**src/hw/rtl/assert_macros.svh**
```systemverilog
// assertion helpers shared by the front, queue and back rtl files
`ifndef ASSERT_MACROS_SVH
`define ASSERT_MACROS_SVH

// checked on every clk edge outside of reset
`define LDBE_ASSERT(label, prop, msg) \
  label: assert property (@(posedge clk) disable iff (rst) prop) else $error(msg);

// checked on every clk edge, reset included
`define LDBE_ASSERT_ALWAYS(label, prop, msg) \
  label: assert property (@(posedge clk) prop) else $error(msg);

`endif

```
**src/hw/rtl/ldbe_pkg.sv**
```systemverilog
`default_nettype none

package ldbe_pkg;

  // field widths
  localparam int LEN_W  = 24;
  localparam int LINE_W = 31;
  localparam int POS_W  = 32;
  localparam int KIND_W = 2;
  localparam int BYTE_W = 8;
  localparam int PEND_W = 7;
  localparam int PCNT_W = 3;

  // bit accumulator: up to 7 pending bits plus the 35-bit escape code
  localparam int ACC_W   = 48;
  localparam int NBITS_W = 6;

  // header layout
  localparam int HEADER_BASE      = 4;
  localparam int CHECKPOINT_BYTES = 8;

  // prefix codes
  localparam logic [1:0] PFX_SHORT = 2'h2;
  localparam logic [2:0] PFX_MID   = 3'h6;
  localparam logic [2:0] PFX_LONG  = 3'h7;

  // code lengths in bits
  localparam logic [NBITS_W-1:0] CODE_LEN_SAME  = 6'd1;
  localparam logic [NBITS_W-1:0] CODE_LEN_SHORT = 6'd4;
  localparam logic [NBITS_W-1:0] CODE_LEN_MID   = 6'd11;
  localparam logic [NBITS_W-1:0] CODE_LEN_LONG  = 6'd35;

  // delta ranges
  localparam int SHORT_MAX = 4;
  localparam int MID_MIN   = -128;
  localparam int MID_MAX   = 127;
  localparam int MID_BIAS  = 128;

  typedef enum logic [KIND_W-1:0] {
    KIND_BYTE,
    KIND_CHECKPOINT,
    KIND_END
  } kind_t;

  // result slots of one job, in delivery order
  localparam int MAX_STREAM_BYTES = 5;
  localparam int SLOT_PRE    = 0;
  localparam int SLOT_CKPT   = 1;
  localparam int SLOT_B0     = 2;
  localparam int SLOT_EFLUSH = SLOT_B0 + MAX_STREAM_BYTES;
  localparam int SLOT_END    = SLOT_EFLUSH + 1;
  localparam int NUM_SLOTS   = SLOT_END + 1;

  localparam int QUEUE_DEPTH = 2;

  typedef struct packed {
    logic [NUM_SLOTS-1:0]             mask;
    logic [NUM_SLOTS-1:0][BYTE_W-1:0] bytes;
    logic [LINE_W-1:0]                line;
    logic [POS_W-1:0]                 ckpt_off;
    logic [POS_W-1:0]                 end_size;
  } job_t;

endpackage

`default_nettype wire

```
**src/hw/rtl/ldbe_if.sv**
```systemverilog
`default_nettype none

interface ldbe_line_if import ldbe_pkg::*; ();
  logic              valid;
  logic              ready;
  logic [LINE_W-1:0] source_line;

  modport source (output valid, output source_line, input ready);
  modport sink (input valid, input source_line, output ready);
endinterface

interface ldbe_rec_if import ldbe_pkg::*; ();
  logic              valid;
  logic              ready;
  logic [KIND_W-1:0] kind;
  logic [BYTE_W-1:0] data_byte;
  logic [LINE_W-1:0] checkpoint_line;
  logic [POS_W-1:0]  byte_offset;
  logic              last_of_run;

  modport source (output valid, output kind, output data_byte, output checkpoint_line,
                  output byte_offset, output last_of_run, input ready);
  modport sink (input valid, input kind, input data_byte, input checkpoint_line,
                input byte_offset, input last_of_run, output ready);
endinterface

interface ldbe_cfg_if import ldbe_pkg::*; ();
  logic             valid;
  logic             ready;
  logic [LEN_W-1:0] program_length;

  modport source (output valid, output program_length, input ready);
  modport sink (input valid, input program_length, output ready);
endinterface

`default_nettype wire

```
**src/hw/rtl/line_delta_bitpack_encoder.sv**
```systemverilog
// line_delta_bitpack_encoder turns one source line number per instruction into a packed
// delta stream with a checkpoint record at the start of every CHECKPOINT_SPACING
// instructions and an end record carrying the total size once program_length items have
// been taken. Each result item is a stream byte (kind 0), a checkpoint (kind 1, line and
// byte offset from the start of the header) or the end record (kind 2, total size), and
// last_of_run marks the final result of an input item. A front stage takes one line a
// cycle, encodes it and updates the bit packer; a two-entry job queue feeds a back stage
// that hands out one result a cycle while the receiver is ready, so a multi-result item
// holds the output side until all are taken while the front runs ahead until the queue
// fills. Lines that only add bits to the partial byte produce nothing and never reach the
// queue. After program_length is written, the first item of a nonzero-length program is
// held off while the header size is worked out with a registered reciprocal multiply; a
// write of program_length restarts that. Items past the end of the program are taken and
// dropped. program_length is written through cfg, which is always ready; the user must write
// it only while no result is outstanding, which the block does not enforce.
`default_nettype none

module line_delta_bitpack_encoder import ldbe_pkg::*; #(
  parameter int CHECKPOINT_SPACING = 64
) (
  input  wire logic  clk,
  input  wire logic  rst,
  ldbe_line_if.sink  lines,
  ldbe_cfg_if.sink   cfg,
  ldbe_rec_if.source records
);

  // front to queue
  logic q_ready;
  logic push;
  job_t push_job;

  // queue to back
  logic q_valid;
  logic pop;
  job_t q_head;

  // encoder, bit packer and header size
  ldbe_front #(
    .CHECKPOINT_SPACING(CHECKPOINT_SPACING)
  ) u_front (
    .clk     (clk),
    .rst     (rst),
    .lines   (lines),
    .cfg     (cfg),
    .q_ready (q_ready),
    .push    (push),
    .job     (push_job)
  );

  // decouples encoding from result delivery
  ldbe_queue u_queue (
    .clk      (clk),
    .rst      (rst),
    .push     (push),
    .push_job (push_job),
    .ready    (q_ready),
    .pop      (pop),
    .valid    (q_valid),
    .head     (q_head)
  );

  // walks the result slots of one job, one result item a cycle while the receiver is ready
  ldbe_back u_back (
    .clk     (clk),
    .rst     (rst),
    .q_valid (q_valid),
    .q_head  (q_head),
    .pop     (pop),
    .records (records)
  );

endmodule

`default_nettype wire

```
**src/hw/rtl/ldbe_hdr_div.sv**
```systemverilog
`default_nettype none

module ldbe_hdr_div import ldbe_pkg::*; #(
  parameter int CHECKPOINT_SPACING = 64
) (
  input  wire logic                 clk,
  input  wire logic                 rst,
  input  wire logic                 start,
  input  wire logic                 abort,
  input  wire logic [LEN_W-1:0]     len,
  output logic                      busy,
  output logic                      done,
  output logic [LEN_W:0]            quotient
);

  localparam int NumW   = LEN_W + 1;
  localparam int RemW   = $clog2(CHECKPOINT_SPACING);
  localparam int Shift  = NumW + RemW;
  localparam int RecipW = NumW + 2;
  localparam int ProdW  = NumW + RecipW;
  // ceil(2^Shift / spacing), exact floor quotient for any numerator below 2^NumW
  localparam logic [RecipW-1:0] Recip =
    RecipW'(((64'd1 << Shift) + 64'(CHECKPOINT_SPACING) - 64'd1) / 64'(CHECKPOINT_SPACING));

  logic [NumW-1:0]  num;
  logic [ProdW-1:0] prod;

  // reciprocal multiply, quotient registered in the cycle after the numerator
  always_comb begin
    prod = ProdW'(num) * ProdW'(Recip);
  end

  always_ff @(posedge clk) begin
    if (rst || abort) begin
      busy <= 1'b0;
      done <= 1'b0;
    end else begin
      busy <= start;
      done <= busy;
    end
  end

  always_ff @(posedge clk) begin
    if (start) begin
      // ceil(len / spacing) as floor((len + spacing - 1) / spacing)
      num <= NumW'(len) + NumW'(CHECKPOINT_SPACING - 1);
    end
    if (busy) begin
      quotient <= NumW'(prod >> Shift);
    end
  end

endmodule

`default_nettype wire

```
**src/hw/rtl/ldbe_front.sv**
```systemverilog
`default_nettype none
`include "assert_macros.svh"

module ldbe_front import ldbe_pkg::*; #(
  parameter int CHECKPOINT_SPACING = 64
) (
  input  wire logic clk,
  input  wire logic rst,
  ldbe_line_if.sink lines,
  ldbe_cfg_if.sink  cfg,
  input  wire logic q_ready,
  output logic      push,
  output job_t      job
);

  localparam int PosW = $clog2(CHECKPOINT_SPACING);

  // architectural state
  logic [LEN_W-1:0]  len;
  logic [LEN_W-1:0]  index;
  logic [PosW-1:0]   blk_pos;
  logic [LINE_W-1:0] prev;
  logic [PEND_W-1:0] pend;
  logic [PCNT_W-1:0] pc;
  logic [POS_W-1:0]  pos;
  logic [POS_W-1:0]  header;
  logic              hdr_valid;

  logic              div_busy;
  logic              div_done;
  logic              div_start;
  logic [LEN_W:0]    div_q;

  logic              hdr_need;
  logic              accept;
  logic              ignore;
  logic              process;
  logic              first;
  logic              at_blk;
  logic              end_now;
  logic              pre;
  logic              ef;
  logic [LEN_W-1:0]  index_inc;

  logic signed [LINE_W:0] delta;
  logic [ACC_W-1:0]   code;
  logic [NBITS_W-1:0] nbits;
  logic [ACC_W-1:0]   acc;
  logic [ACC_W-1:0]   aligned;
  logic [NBITS_W-1:0] cnt;
  logic [PCNT_W-1:0]  nb_eff;
  logic [PEND_W-1:0]  pend_new;
  logic [PEND_W-1:0]  pend_after;
  logic [PCNT_W-1:0]  pc_after;
  logic [PCNT_W-1:0]  incr;
  logic [POS_W-1:0]   pos_a;
  logic [POS_W-1:0]   pos_new;

  function automatic logic [BYTE_W-1:0] flush_byte(input logic [PEND_W-1:0] bits,
                                                    input logic [PCNT_W-1:0] n);
    logic [PEND_W+BYTE_W-1:0] t;
    t = {{BYTE_W{1'b0}}, bits} << (4'd8 - {1'b0, n});
    return t[BYTE_W-1:0];
  endfunction

  ldbe_hdr_div #(
    .CHECKPOINT_SPACING(CHECKPOINT_SPACING)
  ) u_div (
    .clk      (clk),
    .rst      (rst),
    .start    (div_start),
    .abort    (cfg.valid),
    .len      (len),
    .busy     (div_busy),
    .done     (div_done),
    .quotient (div_q)
  );

  assign cfg.ready   = 1'b1;
  assign hdr_need    = (index == '0) && (len != '0) && !hdr_valid;
  assign div_start   = hdr_need && !div_busy && !div_done;
  assign lines.ready = q_ready && !hdr_need;
  assign accept      = lines.valid && lines.ready;
  assign ignore      = index >= len;
  assign process     = accept && !ignore;
  assign push        = process && (|job.mask);

  always_comb begin
    first     = index == '0;
    at_blk    = blk_pos == '0;
    index_inc = index + 1'b1;
    end_now   = index_inc == len;

    // line delta and its prefix code
    delta = $signed({1'b0, lines.source_line}) - $signed({1'b0, prev});
    priority if (delta == '0) begin
      code  = '0;
      nbits = CODE_LEN_SAME;
    end else if (delta >= 1 && delta <= SHORT_MAX) begin
      code  = ACC_W'({PFX_SHORT, 2'(delta - 1)});
      nbits = CODE_LEN_SHORT;
    end else if (delta >= MID_MIN && delta <= MID_MAX) begin
      code  = ACC_W'({PFX_MID, 8'(delta + MID_BIAS)});
      nbits = CODE_LEN_MID;
    end else begin
      code  = ACC_W'({PFX_LONG, 1'b0, lines.source_line});
      nbits = CODE_LEN_LONG;
    end

    // append to the pending bits, left align for byte extraction
    acc      = ({{(ACC_W-PEND_W){1'b0}}, pend} << nbits) | code;
    cnt      = {{(NBITS_W-PCNT_W){1'b0}}, pc} + nbits;
    aligned  = acc << (NBITS_W'(ACC_W) - cnt);
    pend_new = acc[PEND_W-1:0] & ((PEND_W'(1) << cnt[2:0]) - PEND_W'(1));

    if (at_blk) begin
      pre        = !first && (pc != '0);
      nb_eff     = '0;
      pend_after = '0;
      pc_after   = '0;
    end else begin
      pre        = 1'b0;
      nb_eff     = cnt[5:3];
      pend_after = pend_new;
      pc_after   = cnt[2:0];
    end
    ef = end_now && (pc_after != '0);

    pos_a   = first ? header : pos;
    incr    = {2'b0, pre} + nb_eff + {2'b0, ef};
    pos_new = pos_a + POS_W'(incr);

    job.mask              = '0;
    job.bytes             = '0;
    job.mask[SLOT_PRE]    = pre;
    job.bytes[SLOT_PRE]   = flush_byte(pend, pc);
    job.mask[SLOT_CKPT]   = at_blk;
    for (int i = 0; i < MAX_STREAM_BYTES; i++) begin
      job.mask[SLOT_B0+i]  = PCNT_W'(i) < nb_eff;
      job.bytes[SLOT_B0+i] = aligned[ACC_W-1-BYTE_W*i -: BYTE_W];
    end
    job.mask[SLOT_EFLUSH]  = ef;
    job.bytes[SLOT_EFLUSH] = flush_byte(pend_after, pc_after);
    job.mask[SLOT_END]     = end_now;
    job.line               = lines.source_line;
    job.ckpt_off           = pos_a + POS_W'(pre);
    job.end_size           = pos_new;
  end

  always_ff @(posedge clk) begin
    if (rst) begin
      len       <= '0;
      index     <= '0;
      blk_pos   <= '0;
      prev      <= '0;
      pend      <= '0;
      pc        <= '0;
      pos       <= '0;
      hdr_valid <= 1'b0;
    end else begin
      if (cfg.valid) begin
        len       <= cfg.program_length;
        hdr_valid <= 1'b0;
      end else if (div_done) begin
        hdr_valid <= 1'b1;
      end
      if (process) begin
        index   <= index_inc;
        blk_pos <= (blk_pos == PosW'(CHECKPOINT_SPACING - 1)) ? '0 : blk_pos + 1'b1;
        prev    <= lines.source_line;
        pend    <= end_now ? '0 : pend_after;
        pc      <= end_now ? '0 : pc_after;
        pos     <= pos_new;
      end
    end
  end

  always_ff @(posedge clk) begin
    if (div_done) begin
      header <= POS_W'(HEADER_BASE) + POS_W'(POS_W'(div_q) * CHECKPOINT_BYTES);
    end
  end

  `LDBE_ASSERT(a_hdr_ready, process && first |-> hdr_valid, "item 0 taken before header size")
  `LDBE_ASSERT(a_blk_align, index == '0 |-> blk_pos == '0, "block position out of step")
  `LDBE_ASSERT(a_div_hold, div_busy |-> !accept, "item taken while header divides")

endmodule

`default_nettype wire

```
**src/hw/rtl/ldbe_queue.sv**
```systemverilog
`default_nettype none
`include "assert_macros.svh"

module ldbe_queue import ldbe_pkg::*; (
  input  wire logic clk,
  input  wire logic rst,
  input  wire logic push,
  input  job_t      push_job,
  output logic      ready,
  input  wire logic pop,
  output logic      valid,
  output job_t      head
);

  localparam int PtrW = $clog2(QUEUE_DEPTH);
  localparam int CntW = $clog2(QUEUE_DEPTH + 1);

  job_t            entries [QUEUE_DEPTH];
  logic [PtrW-1:0] wr_ptr;
  logic [PtrW-1:0] rd_ptr;
  logic [CntW-1:0] count;
  logic            full;

  assign full  = count == CntW'(QUEUE_DEPTH);
  assign ready = !full;
  assign valid = count != '0;
  assign head  = entries[rd_ptr];

  always_ff @(posedge clk) begin
    if (rst) begin
      wr_ptr <= '0;
      rd_ptr <= '0;
      count  <= '0;
    end else begin
      if (push) begin
        wr_ptr <= (wr_ptr == PtrW'(QUEUE_DEPTH - 1)) ? '0 : wr_ptr + 1'b1;
      end
      if (pop) begin
        rd_ptr <= (rd_ptr == PtrW'(QUEUE_DEPTH - 1)) ? '0 : rd_ptr + 1'b1;
      end
      count <= count + CntW'(push) - CntW'(pop);
    end
  end

  always_ff @(posedge clk) begin
    if (push) begin
      entries[wr_ptr] <= push_job;
    end
  end

  `LDBE_ASSERT(a_no_overflow, push |-> !full, "job written into full queue")
  `LDBE_ASSERT(a_no_empty_job, push |-> push_job.mask != '0, "job without results queued")
  `LDBE_ASSERT(a_count_range, count <= CntW'(QUEUE_DEPTH), "queue count past depth")

endmodule

`default_nettype wire

```
**src/hw/rtl/ldbe_back.sv**
```systemverilog
`default_nettype none
`include "assert_macros.svh"

module ldbe_back import ldbe_pkg::*; (
  input  wire logic   clk,
  input  wire logic   rst,
  input  wire logic   q_valid,
  input  job_t        q_head,
  output logic        pop,
  ldbe_rec_if.source  records
);

  job_t                 cur;
  logic [NUM_SLOTS-1:0] mask;
  logic [NUM_SLOTS-1:0] lowest;
  logic                 last;
  logic                 take;
  logic [BYTE_W-1:0]    byte_sel;

  assign lowest = mask & (~mask + 1'b1);
  assign last   = (mask & (mask - 1'b1)) == '0;
  assign take   = records.valid && records.ready;
  assign pop    = q_valid && ((mask == '0) || (take && last));

  always_ff @(posedge clk) begin
    if (rst) begin
      mask <= '0;
    end else if (pop) begin
      mask <= q_head.mask;
    end else if (take) begin
      mask <= mask & ~lowest;
    end
  end

  always_ff @(posedge clk) begin
    if (pop) begin
      cur <= q_head;
    end
  end

  always_comb begin
    byte_sel = '0;
    for (int i = 0; i < NUM_SLOTS; i++) begin
      byte_sel = byte_sel | (cur.bytes[i] & {BYTE_W{lowest[i]}});
    end
  end

  assign records.valid           = |mask;
  assign records.last_of_run     = last;
  assign records.data_byte       = byte_sel;
  assign records.kind            = lowest[SLOT_CKPT] ? KIND_CHECKPOINT :
                                   lowest[SLOT_END]  ? KIND_END : KIND_BYTE;
  assign records.checkpoint_line = lowest[SLOT_CKPT] ? cur.line : '0;
  assign records.byte_offset     = lowest[SLOT_CKPT] ? cur.ckpt_off :
                                   lowest[SLOT_END]  ? cur.end_size : '0;

  `LDBE_ASSERT(a_hold, records.valid && !records.ready |=> $stable(mask), "stalled job moved")
  `LDBE_ASSERT(a_run_cont, take && !last |=> records.valid, "job dropped before its last item")

endmodule

`default_nettype wire

```
**src/flat_wrapper.sv**
```systemverilog
// flat-port wrapper written by rule: the top's interface ports become plain ports
module line_delta_bitpack_encoder_flat import ldbe_pkg::*;
#(
  parameter int CHECKPOINT_SPACING = 64
)
  (clk, rst, lines_valid, lines_source_line, lines_ready, cfg_valid, cfg_program_length, cfg_ready, records_valid, records_kind, records_data_byte, records_checkpoint_line, records_byte_offset, records_last_of_run, records_ready);
  ldbe_line_if lines_i ();
  ldbe_cfg_if cfg_i ();
  ldbe_rec_if records_i ();
  input  wire logic clk;
  input  wire logic rst;
  input wire logic [$bits(lines_i.valid)-1:0] lines_valid;
  input wire logic [$bits(lines_i.source_line)-1:0] lines_source_line;
  output wire logic [$bits(lines_i.ready)-1:0] lines_ready;
  input wire logic [$bits(cfg_i.valid)-1:0] cfg_valid;
  input wire logic [$bits(cfg_i.program_length)-1:0] cfg_program_length;
  output wire logic [$bits(cfg_i.ready)-1:0] cfg_ready;
  output wire logic [$bits(records_i.valid)-1:0] records_valid;
  output wire logic [$bits(records_i.kind)-1:0] records_kind;
  output wire logic [$bits(records_i.data_byte)-1:0] records_data_byte;
  output wire logic [$bits(records_i.checkpoint_line)-1:0] records_checkpoint_line;
  output wire logic [$bits(records_i.byte_offset)-1:0] records_byte_offset;
  output wire logic [$bits(records_i.last_of_run)-1:0] records_last_of_run;
  input wire logic [$bits(records_i.ready)-1:0] records_ready;
  assign lines_i.valid = lines_valid;
  assign lines_i.source_line = lines_source_line;
  assign lines_ready = lines_i.ready;
  assign cfg_i.valid = cfg_valid;
  assign cfg_i.program_length = cfg_program_length;
  assign cfg_ready = cfg_i.ready;
  assign records_valid = records_i.valid;
  assign records_kind = records_i.kind;
  assign records_data_byte = records_i.data_byte;
  assign records_checkpoint_line = records_i.checkpoint_line;
  assign records_byte_offset = records_i.byte_offset;
  assign records_last_of_run = records_i.last_of_run;
  assign records_i.ready = records_ready;
  line_delta_bitpack_encoder #(.CHECKPOINT_SPACING(CHECKPOINT_SPACING)) u_core (.clk(clk), .rst(rst), .lines(lines_i), .cfg(cfg_i), .records(records_i));
endmodule
```
**config.mk**
```make
export PLATFORM = sky130hd
export DESIGN_NAME = line_delta_bitpack_encoder_flat
export DESIGN_NICKNAME = d
export VERILOG_FILES = /design/src/hw/rtl/ldbe_pkg.sv /design/src/hw/rtl/ldbe_if.sv /design/src/hw/rtl/line_delta_bitpack_encoder.sv /design/src/hw/rtl/ldbe_hdr_div.sv /design/src/hw/rtl/ldbe_front.sv /design/src/hw/rtl/ldbe_queue.sv /design/src/hw/rtl/ldbe_back.sv /design/src/flat_wrapper.sv
export VERILOG_INCLUDE_DIRS = /design/src /design/src/hw/rtl
export SDC_FILE = /design/constraint.sdc
export NUM_CORES = 1
export LEC_CHECK = 0
export ABC_AREA = 0
export BUFFER_PORTS_ARGS = -buffer_cell sky130_fd_sc_hd__buf_2
export CAP_MARGIN = 10
export CORE_MARGIN = 3
export CORE_UTILIZATION = 40
export CTS_BUF_LIST = sky130_fd_sc_hd__clkbuf_4 sky130_fd_sc_hd__clkbuf_8 sky130_fd_sc_hd__clkbuf_16
export DETAILED_ROUTE_END_ITERATION = 8
export PLACE_DENSITY = 0.64
export SLEW_MARGIN = 30
export SYNTH_ARGS = -nofsm -noshare
export SYNTH_HDL_FRONTEND = slang
export SYNTH_SLANG_ARGS = --single-unit
```
**constraint.sdc**
```tcl
create_clock -name clk -period 36.3 [get_ports clk]
set_input_delay 1.815 -clock clk [delete_from_list [all_inputs] [get_ports clk]]
set_output_delay 1.815 -clock clk [all_outputs]
set_load 0.05 [all_outputs]
```
==> results of run 1 <==
## final cells by class
| cell class | count | area share (%) |
|---|---|---|
| Clock buffer | 96 | 5.27 |
| Clock inverter | 35 | 0.835 |
| Multi-Input combinational cell | 2268 | 39.0 |
| Sequential cell | 672 | 47.5 |
| Tap cell | 1155 | 3.66 |
| Antenna cell | 3 | 0.0190 |
| Inverter | 111 | 1.06 |
| Timing Repair Buffer | 170 | 2.60 |
## cells in the mapped netlist (12+ instances only)
cell,number,area [µm²]
a211oi_1,35,263
a21o_1,26,195
a21oi_1,206,1030
a22o_1,40,350
a22oi_1,24,180
a31o_2,18,158
a31oi_1,28,175
and2_1,28,175
and3_1,54,338
buf_1,20,75.1
buf_2,24,120
clkbuf_1,145,544
dfxtp_1,144,2880
edfxtp_1,528,15900
ha_1,86,1080
inv_1,109,409
mux2_2,178,2000
mux2i_1,95,951
nand2_1,329,1230
nand2b_1,24,150
nand3_1,117,586
nand4_1,31,194
nor2_1,243,912
nor2b_1,19,119
nor3_1,80,400
nor4_1,32,200
o211ai_1,20,150
o21a_1,17,128
o21ai_0,100,500
o22ai_1,23,144
o31ai_1,13,97.6
or2_2,12,75.1
or3_1,28,175
or4_1,12,90.1
xnor2_1,99,867
xor2_1,50,438
## worst paths after layout
check / slack [ns] / cells after the start / endpoint / startpoint
max reg2reg: 26.92 / 32 / u_core.u_front.pos[23] / u_core.u_front.prev[0]
min: 0.42 / 0 / u_core.u_front.u_div.quotient[8] / u_core.u_front.u_div.num[14]
max: 25.85 / 34 / u_core.u_front.pos[23] / lines_source_line[0]
min reg2reg: 0.42 / 0 / u_core.u_front.u_div.quotient[8] / u_core.u_front.u_div.num[14]
## logic make-up after synthesis
logic type / count (synthesis) / synth area share, %
adder cells (fa/ha/maj): 91 / 3.28
multiplexers: 281 / 8.90
flip-flops: 672 / 53.2
buffers and inverters: 305 / 3.40
AO/OA/AOI/OAI: 686 / 13.0
XOR/XNOR: 150 / 3.75
other: 1 / 0.0106
AND/OR/NAND/NOR: 1059 / 14.5
## sequential cells by signal, indices dropped and copies added (netlist names), 2 cells and up, named ones only
signal / cells
u_core.u_front.pc: 3
u_core.u_back.mask: 9
u_core.u_front.blk_pos: 6
u_core.u_front.header: 19
u_core.u_front.u_div.num: 19
u_core.u_front.u_div.quotient: 19
u_core.u_queue.count: 2
u_core.u_back.cur: 151
u_core.u_front.len: 24
u_core.u_front.pos: 32
u_core.u_queue.entries: 320
u_core.u_front.index: 24
u_core.u_front.pend: 7
u_core.u_front.prev: 31
## metal layers
metal | wire [µm] | vias up | track usage, %
met2 | 43500 | 964 | 32.7
met3 | 6630 | 207 | 3.08
met5 | 0 | - | 0
li1 | - | 12200 | -
met4 | 2910 | 0 | 6.42
met1 | 43900 | 12600 | 29.8
## per-stage QoR
step           setup slack [ns]  hold WS (ns)
2_1_floorplan             22.72         0.400
3_3_place_gp              25.54         0.401
3_5_place_dp              25.30         0.405
4_1_cts                   25.95         0.419
5_1_grt                   25.18         0.425
6_report                  25.85         0.417
## report_power, final
group          switching, mW  internal [mW]  total [mW]
Combinational          0.412          0.179       0.591
Clock                  0.310          0.429       0.739
Sequential            0.0440          0.963        1.01
## critical path, delay by kind of cell
family / cells / cell delay (ns)
AND/OR/NAND/NOR: 12 / 3.44
AO/OA/AOI/OAI: 8 / 2.52
XOR/XNOR: 1 / 0.67
adder cells (fa/ha/maj): 8 / 1.98
buffers and inverters: 5 / 0.57
==> flow_summary_export.csv, run 1 <==
group,metric,value,unit
run_status,status,"complete, no violations",
global_routing,grt_pass1_vias,24700,
layout,syn_to_final_growth,11.9,%
global_routing,grt_start_max_net_pins,161,
timing,finalCritPeriodShare,28.8,%
place,dpl.hpwl,67200,µm
cts,clk_latency,0.65,ns
layout,finish.net_count,3445,
setup_path,worst-path-max-fanout,13,
routing,via_count,26000,
cts,cts_max_path_buffers,3,
layout,mostFrequentLayoutCells,"528 x edfxtp_1, 329 x nand2_1, 238 x nor2_1, 205 x a21oi_1, 178 x mux2_2",
global_routing,gr-total-overflow,0,
floorplanning,die_height,303,µm
setup_path,critical_path.startpoint_type,"primary input",
setup_path,cp.arrival,11.01,ns
layout,fin_cells,4510,
routing,detail_route.wl_per_cell,21.5,µm
yosys,synth_seq_area_share,53.2,%
routing,antenna_left,0,
setup_path,crit_path_max_incr_delay,0.78,ns
cts,ctsResizeCount,0,
routing,drc,0,
setup_path,end_kind,"register",
timing,hold_viol,0,
min_path,worst_hold_path_type,"register to register",
timing,rsz0062_at_grt,"no",
place,numPortBuffers,135,
timing,max_freq,0.0957,GHz
global_routing,grt_antenna_before_repair,4,
place,globalplace.congestion,0.998,
cts,cts-buffers-inserted,73,
yosys,netlist_instances,3245,
routing,drt-vias-per-instance,5.76,
global_routing,grt_usage,20.8,%
floorplanning,rows,108,
place,dp_cells,4373,
yosys,synth_cell_types,97,
yosys,synth_area_per_cell,10.9,µm²
yosys,synth_ff_type,"edfxtp_1",
timing,slew_headroom,35.9,%
layout,final_area,39400,µm²
power,powerDensity,59.3,nW/µm²
setup_path,slowest_stage,"a2111oi_0",
floorplanning,die_w,303,µm
timing,setup_violations,0,
layout,fill_cells,8074,
power,ir_worst_vdd,53.1,µV
place,placed_area,36900,µm²
cts,cts_root_buf,"clkbuf_16",
layout,drive_above_1_share,16.3,%
yosys,synth_area,35200,µm²
cts,postCtsSetupRepairBufs,0,
power,power,2.34,mW
routing,first_iter_violations,2465,
timing,worstMarginPinSlew,0.961,ns
setup_path,crit_type,"primary input to register",
floorplanning,num_io_pins,137,
layout,final_common_cell,"edfxtp_1",
job,drv_cap,0,
cts,htree_levels,3,
timing,slew_violations,0,
yosys,synth_edf_count,528,
floorplanning,core-area,87000,µm²
routing,drt_pass1_iterations,6,
layout,final_util,45.3,%
routing,drt_wl_total,96900,µm
cts,tritoncts,"done",
yosys,yosysWarningCount,0,
yosys,syn_nets,3394,
timing,finClkSkew,0.0433,ns
yosys,synthArstFlopShare,0,%
yosys,ys_ff_latch,672,
setup_path,crit_top_cell,"ha_1",
layout,multi_input_area,15400,µm²
layout,seqCellArea,18700,µm²
timing,period_needed,10.45,ns
global_routing,grt_pass1_wl,148000,µm
floorplanning,die-area,91700,µm²
cts,clock_sinks,672,
cts,holdBufCountCts,0,
floorplanning,initial_core_util,40.5,%
power,p_leak,14.0,nW
cts,path_clk_slew,0.06,ns
setup_path,required,36.86,ns
timing,setup_tns,0,ns
(Power assumes the default switching activity.)
==> inputs of run 2 (changes only) <==
--- a/config.mk
+++ b/config.mk
@@ -6,14 +6,14 @@
 export SDC_FILE = /design/constraint.sdc
 export NUM_CORES = 1
 export LEC_CHECK = 0
-export ABC_AREA = 0
+export ABC_AREA = 1
 export BUFFER_PORTS_ARGS = -buffer_cell sky130_fd_sc_hd__buf_2
 export CAP_MARGIN = 10
 export CORE_MARGIN = 3
 export CORE_UTILIZATION = 40
 export CTS_BUF_LIST = sky130_fd_sc_hd__clkbuf_4 sky130_fd_sc_hd__clkbuf_8 sky130_fd_sc_hd__clkbuf_16
 export DETAILED_ROUTE_END_ITERATION = 8
-export PLACE_DENSITY = 0.64
+export PLACE_DENSITY = 0.66
 export SLEW_MARGIN = 30
 export SYNTH_ARGS = -nofsm -noshare
 export SYNTH_HDL_FRONTEND = slang
==> constraint.sdc (replaced) <==
create_clock -name clk -period 8.7 [get_ports clk]
set_input_delay 0.435 -clock clk [delete_from_list [all_inputs] [get_ports clk]]
set_output_delay 0.435 -clock clk [all_outputs]
set_load 0.05 [all_outputs]
==> run 2 against run 1 <==
Effect of this change:
- clock skew decreased by 0.016 ns
- via count down 3.2%
- flip-flop and latch count stayed put
- final cell count increased by 9.4%
- utilization up 0.49 points
- non-clock buffer count shrank 11
- final area decreased by 2.3%
- worst setup slack lost 25 ns
- critical path type is now register to register
- largest cell class unchanged
==> flow_summary_export.csv, run 2 <==
group,metric,value,unit
run_status,status,"complete, no violations",
yosys,synth_area_per_cell,9.41,µm²
timing,hold_viol,0,
setup_path,required,9.27,ns
layout,fill_cells,8021,
layout,final_common_cell,"nand2_1",
yosys,ys_top_cells_by_area,"edfxtp_1 46%, nand2_1 8.8%, dfxtp_1 8.5%, mux2_2 5.1%, inv_1 4.9%",
global_routing,grt_start_max_net_pins,119,
layout,antenna_cells,0,
timing,finClkSkew,0.0272,ns
yosys,synth.area.mux_share,5.15,%
setup_path,ff2ff_path_depth,44,
yosys,synth_top_family_by_area,"simple AND/OR/NAND/NOR gates",
place,dpl.hpwl,62200,µm
min_path,hold_depth,1,
global_routing,grt_usage,19.4,%
global_routing,grt_antenna_before_repair,1,
cts,postCtsSetupRepairBufs,0,
setup_path,crit_path_max_incr_delay,0.45,ns
routing,drt_wl_total,87000,µm
timing,slew_headroom,39.5,%
yosys,synth_ff_type,"edfxtp_1",
cts,cts_max_path_buffers,3,
timing,finalCritPeriodShare,90.1,%
layout,drive_above_1_share,13.2,%
floorplanning,core-area,84100,µm²
timing,setup_tns,0,ns
floorplanning,num_io_pins,137,
setup_path,cp.arrival,8.41,ns
cts,htree_levels,3,
floorplanning,die_w,298,µm
job,drv_cap,0,
cts,clk_latency,0.62,ns
cts,cts-buffers-inserted,72,
layout,seqCellArea,18700,µm²
routing,antenna_left,0,
place,numPortBuffers,135,
setup_path,slowest_stage,"fa_1",
yosys,yosysWarningCount,0,
routing,first_iter_violations,1973,
yosys,synthSimpleGateAreaFrac,19.4,%
setup_path,critical_path.startpoint,"u_core.u_front.prev[0]",
place,dp_cells,4798,
floorplanning,die_height,298,µm
setup_path,r2r_end,"u_core.u_front.pos[24]",
yosys,synth.most_common_cell,"nand2_1",
setup_path,end_kind,"register",
setup_path,path_delay_family,"simple AND/OR/NAND/NOR gates",
timing,worstMarginPinSlew,0.907,ns
timing,max_freq,0.128,GHz
cts,path_clk_slew,0.06,ns
setup_path,crit_type,"register to register",
yosys,synth_xor_area_share,3.15,%
layout,mostFrequentLayoutCells,"796 x nand2_1, 528 x edfxtp_1, 440 x inv_1, 319 x nand3_1, 284 x nor2_1",
yosys,synth_compound_area_share,7.45,%
floorplanning,initial_core_util,40.6,%
routing,detail_route.wl_per_cell,17.6,µm
cts,cts_root_buf,"clkbuf_16",
layout,multi_input_area,13200,µm²
global_routing,grt_pass1_vias,23700,
yosys,synth_area,34100,µm²
setup_path,critical_path.startpoint_type,"register",
routing,drc,0,
setup_path,worst-path-max-fanout,8,
min_path,worst_hold_path_type,"primary input to register",
yosys,netlist_instances,3626,
floorplanning,die-area,88800,µm²
yosys,synth_edf_count,528,
routing,via_count,25200,
place,globalplace.congestion,0.933,
timing,rsz0062_at_grt,"no",
layout,syn_to_final_growth,12.9,%
global_routing,grt_pass1_wl,137000,µm
timing,period_needed,7.84,ns
setup_path,path_buf_inv,8,
setup_path,worst-r2r-setup-slack,0.86,ns
floorplanning,rows,106,
yosys,synthArstFlopShare,0,%
setup_path,timing.rr.start,"u_core.u_front.prev[0]",
timing,slew_violations,0,
yosys,synth_common_cells,"798 x nand2_1, 528 x edfxtp_1, 442 x inv_1",
timing,setup_violations,0,
setup_path,crit_top_cell,"nand2_1",
cts,clock_sinks,672,
global_routing,gr-total-overflow,0,
layout,finish.net_count,3887,
setup_path,endpoint,"u_core.u_front.pos[24]",
yosys,synth_cell_types,55,
layout,largest_register_ffs,320,
layout,top_register,"u_core.u_queue.entries",
setup_path,cp.depth,44,
yosys,synth_seq_area_share,54.9,%
cts,holdBufCountCts,0,
yosys,synth_top_area_share,46.5,%
yosys,syn_nets,3775,
yosys,ys_ff_latch,672,
layout,reg_top3,"u_core.u_queue.entries x320, u_core.u_back.cur x151, u_core.u_front.pos x32",
routing,drt-vias-per-instance,5.10,
yosys,yosysTopAreaCell,"edfxtp_1",
yosys,synthAdderAreaFrac,3.33,%
cts,tritoncts,"done",
routing,drt_pass1_iterations,5,
layout,fin_cells,4932,
layout,final_util,45.8,%
run 2: changes by cell type after synthesis, moves of 51 or more:
cell      previous run  this run
mux2i_1             95         0
nand3_1            117       319
nand2_1            329       798
o21ai_0            100       159
clkbuf_1           145        87
xnor2_1             99        22
and3_1              54         3
inv_1              109       442
run 2: how the worst min path moves through the flow:
| stage | startpoint | endpoint | slack [ns] |
|---|---|---|---|
| after floorplan | u_core.u_front.u_div.quotient[7] | u_core.u_front.header[10] | 0.40 |
| after global placement | u_core.u_front.u_div.quotient[14] | u_core.u_front.header[17] | 0.40 |
| after detailed placement | u_core.u_front.u_div.quotient[10] | u_core.u_front.header[13] | 0.40 |
| after CTS | lines_source_line[0] | u_core.u_queue.entries[1][64] | 0.0006 |
| after global routing | lines_source_line[0] | u_core.u_queue.entries[0][64] | 0.03 |
| final | lines_source_line[0] | u_core.u_queue.entries[1][64] | 0.05 |
run 2: stage by stage:
stage	hold WS [ns]	area, µm²	setup slack, ns
after floorplan	0.400	34100	-0.120
final	0.0465	38500	0.862
after detailed placement	0.405	36000	0.484
after global placement	0.402	36000	0.763
after global routing	0.0338	38500	0.0481
after CTS	0.000562	38500	0.837
run 2: metal layers:
layer  part of all wire (%)  GRT usage (%)  vias up
met3                    5.4           2.86      112
met1                     48           28.5    11900
met5                  0.010              0        -
met2                     44           29.7      641
li1                       -              -    12500
met4                    2.2           5.82        2
run 2: cell families (layout without fill, tap and decap cells):
kind of cell	after synthesis	count (layout)
fa+ha+maj	89	89
buf+inv	581	753
xor+xnor	121	121
other cells	1	1
mux	156	156
flops	672	672
compound gates	446	446
simple gates	1560	1560
run 2: layout make-up:
type | count | share of cell area, %
repair buffers | 159 | 2.35
clock buffers | 88 | 5.14
inverters | 460 | 4.49
multi-input cells | 2373 | 34.3
clock inverters | 46 | 1.42
flip-flops and latches | 672 | 48.7
well taps | 1134 | 3.68
run 2: timing repair:
item                                   in CTS  in global routing
setup endpoints to repair                   0                  1
endpoints found under the hold margin       0                  0
resized for setup                           0                  1
Power of run 2 is not shown: default switching activity piles up to over one toggle a cycle in this logic, so the estimate is an artifact.
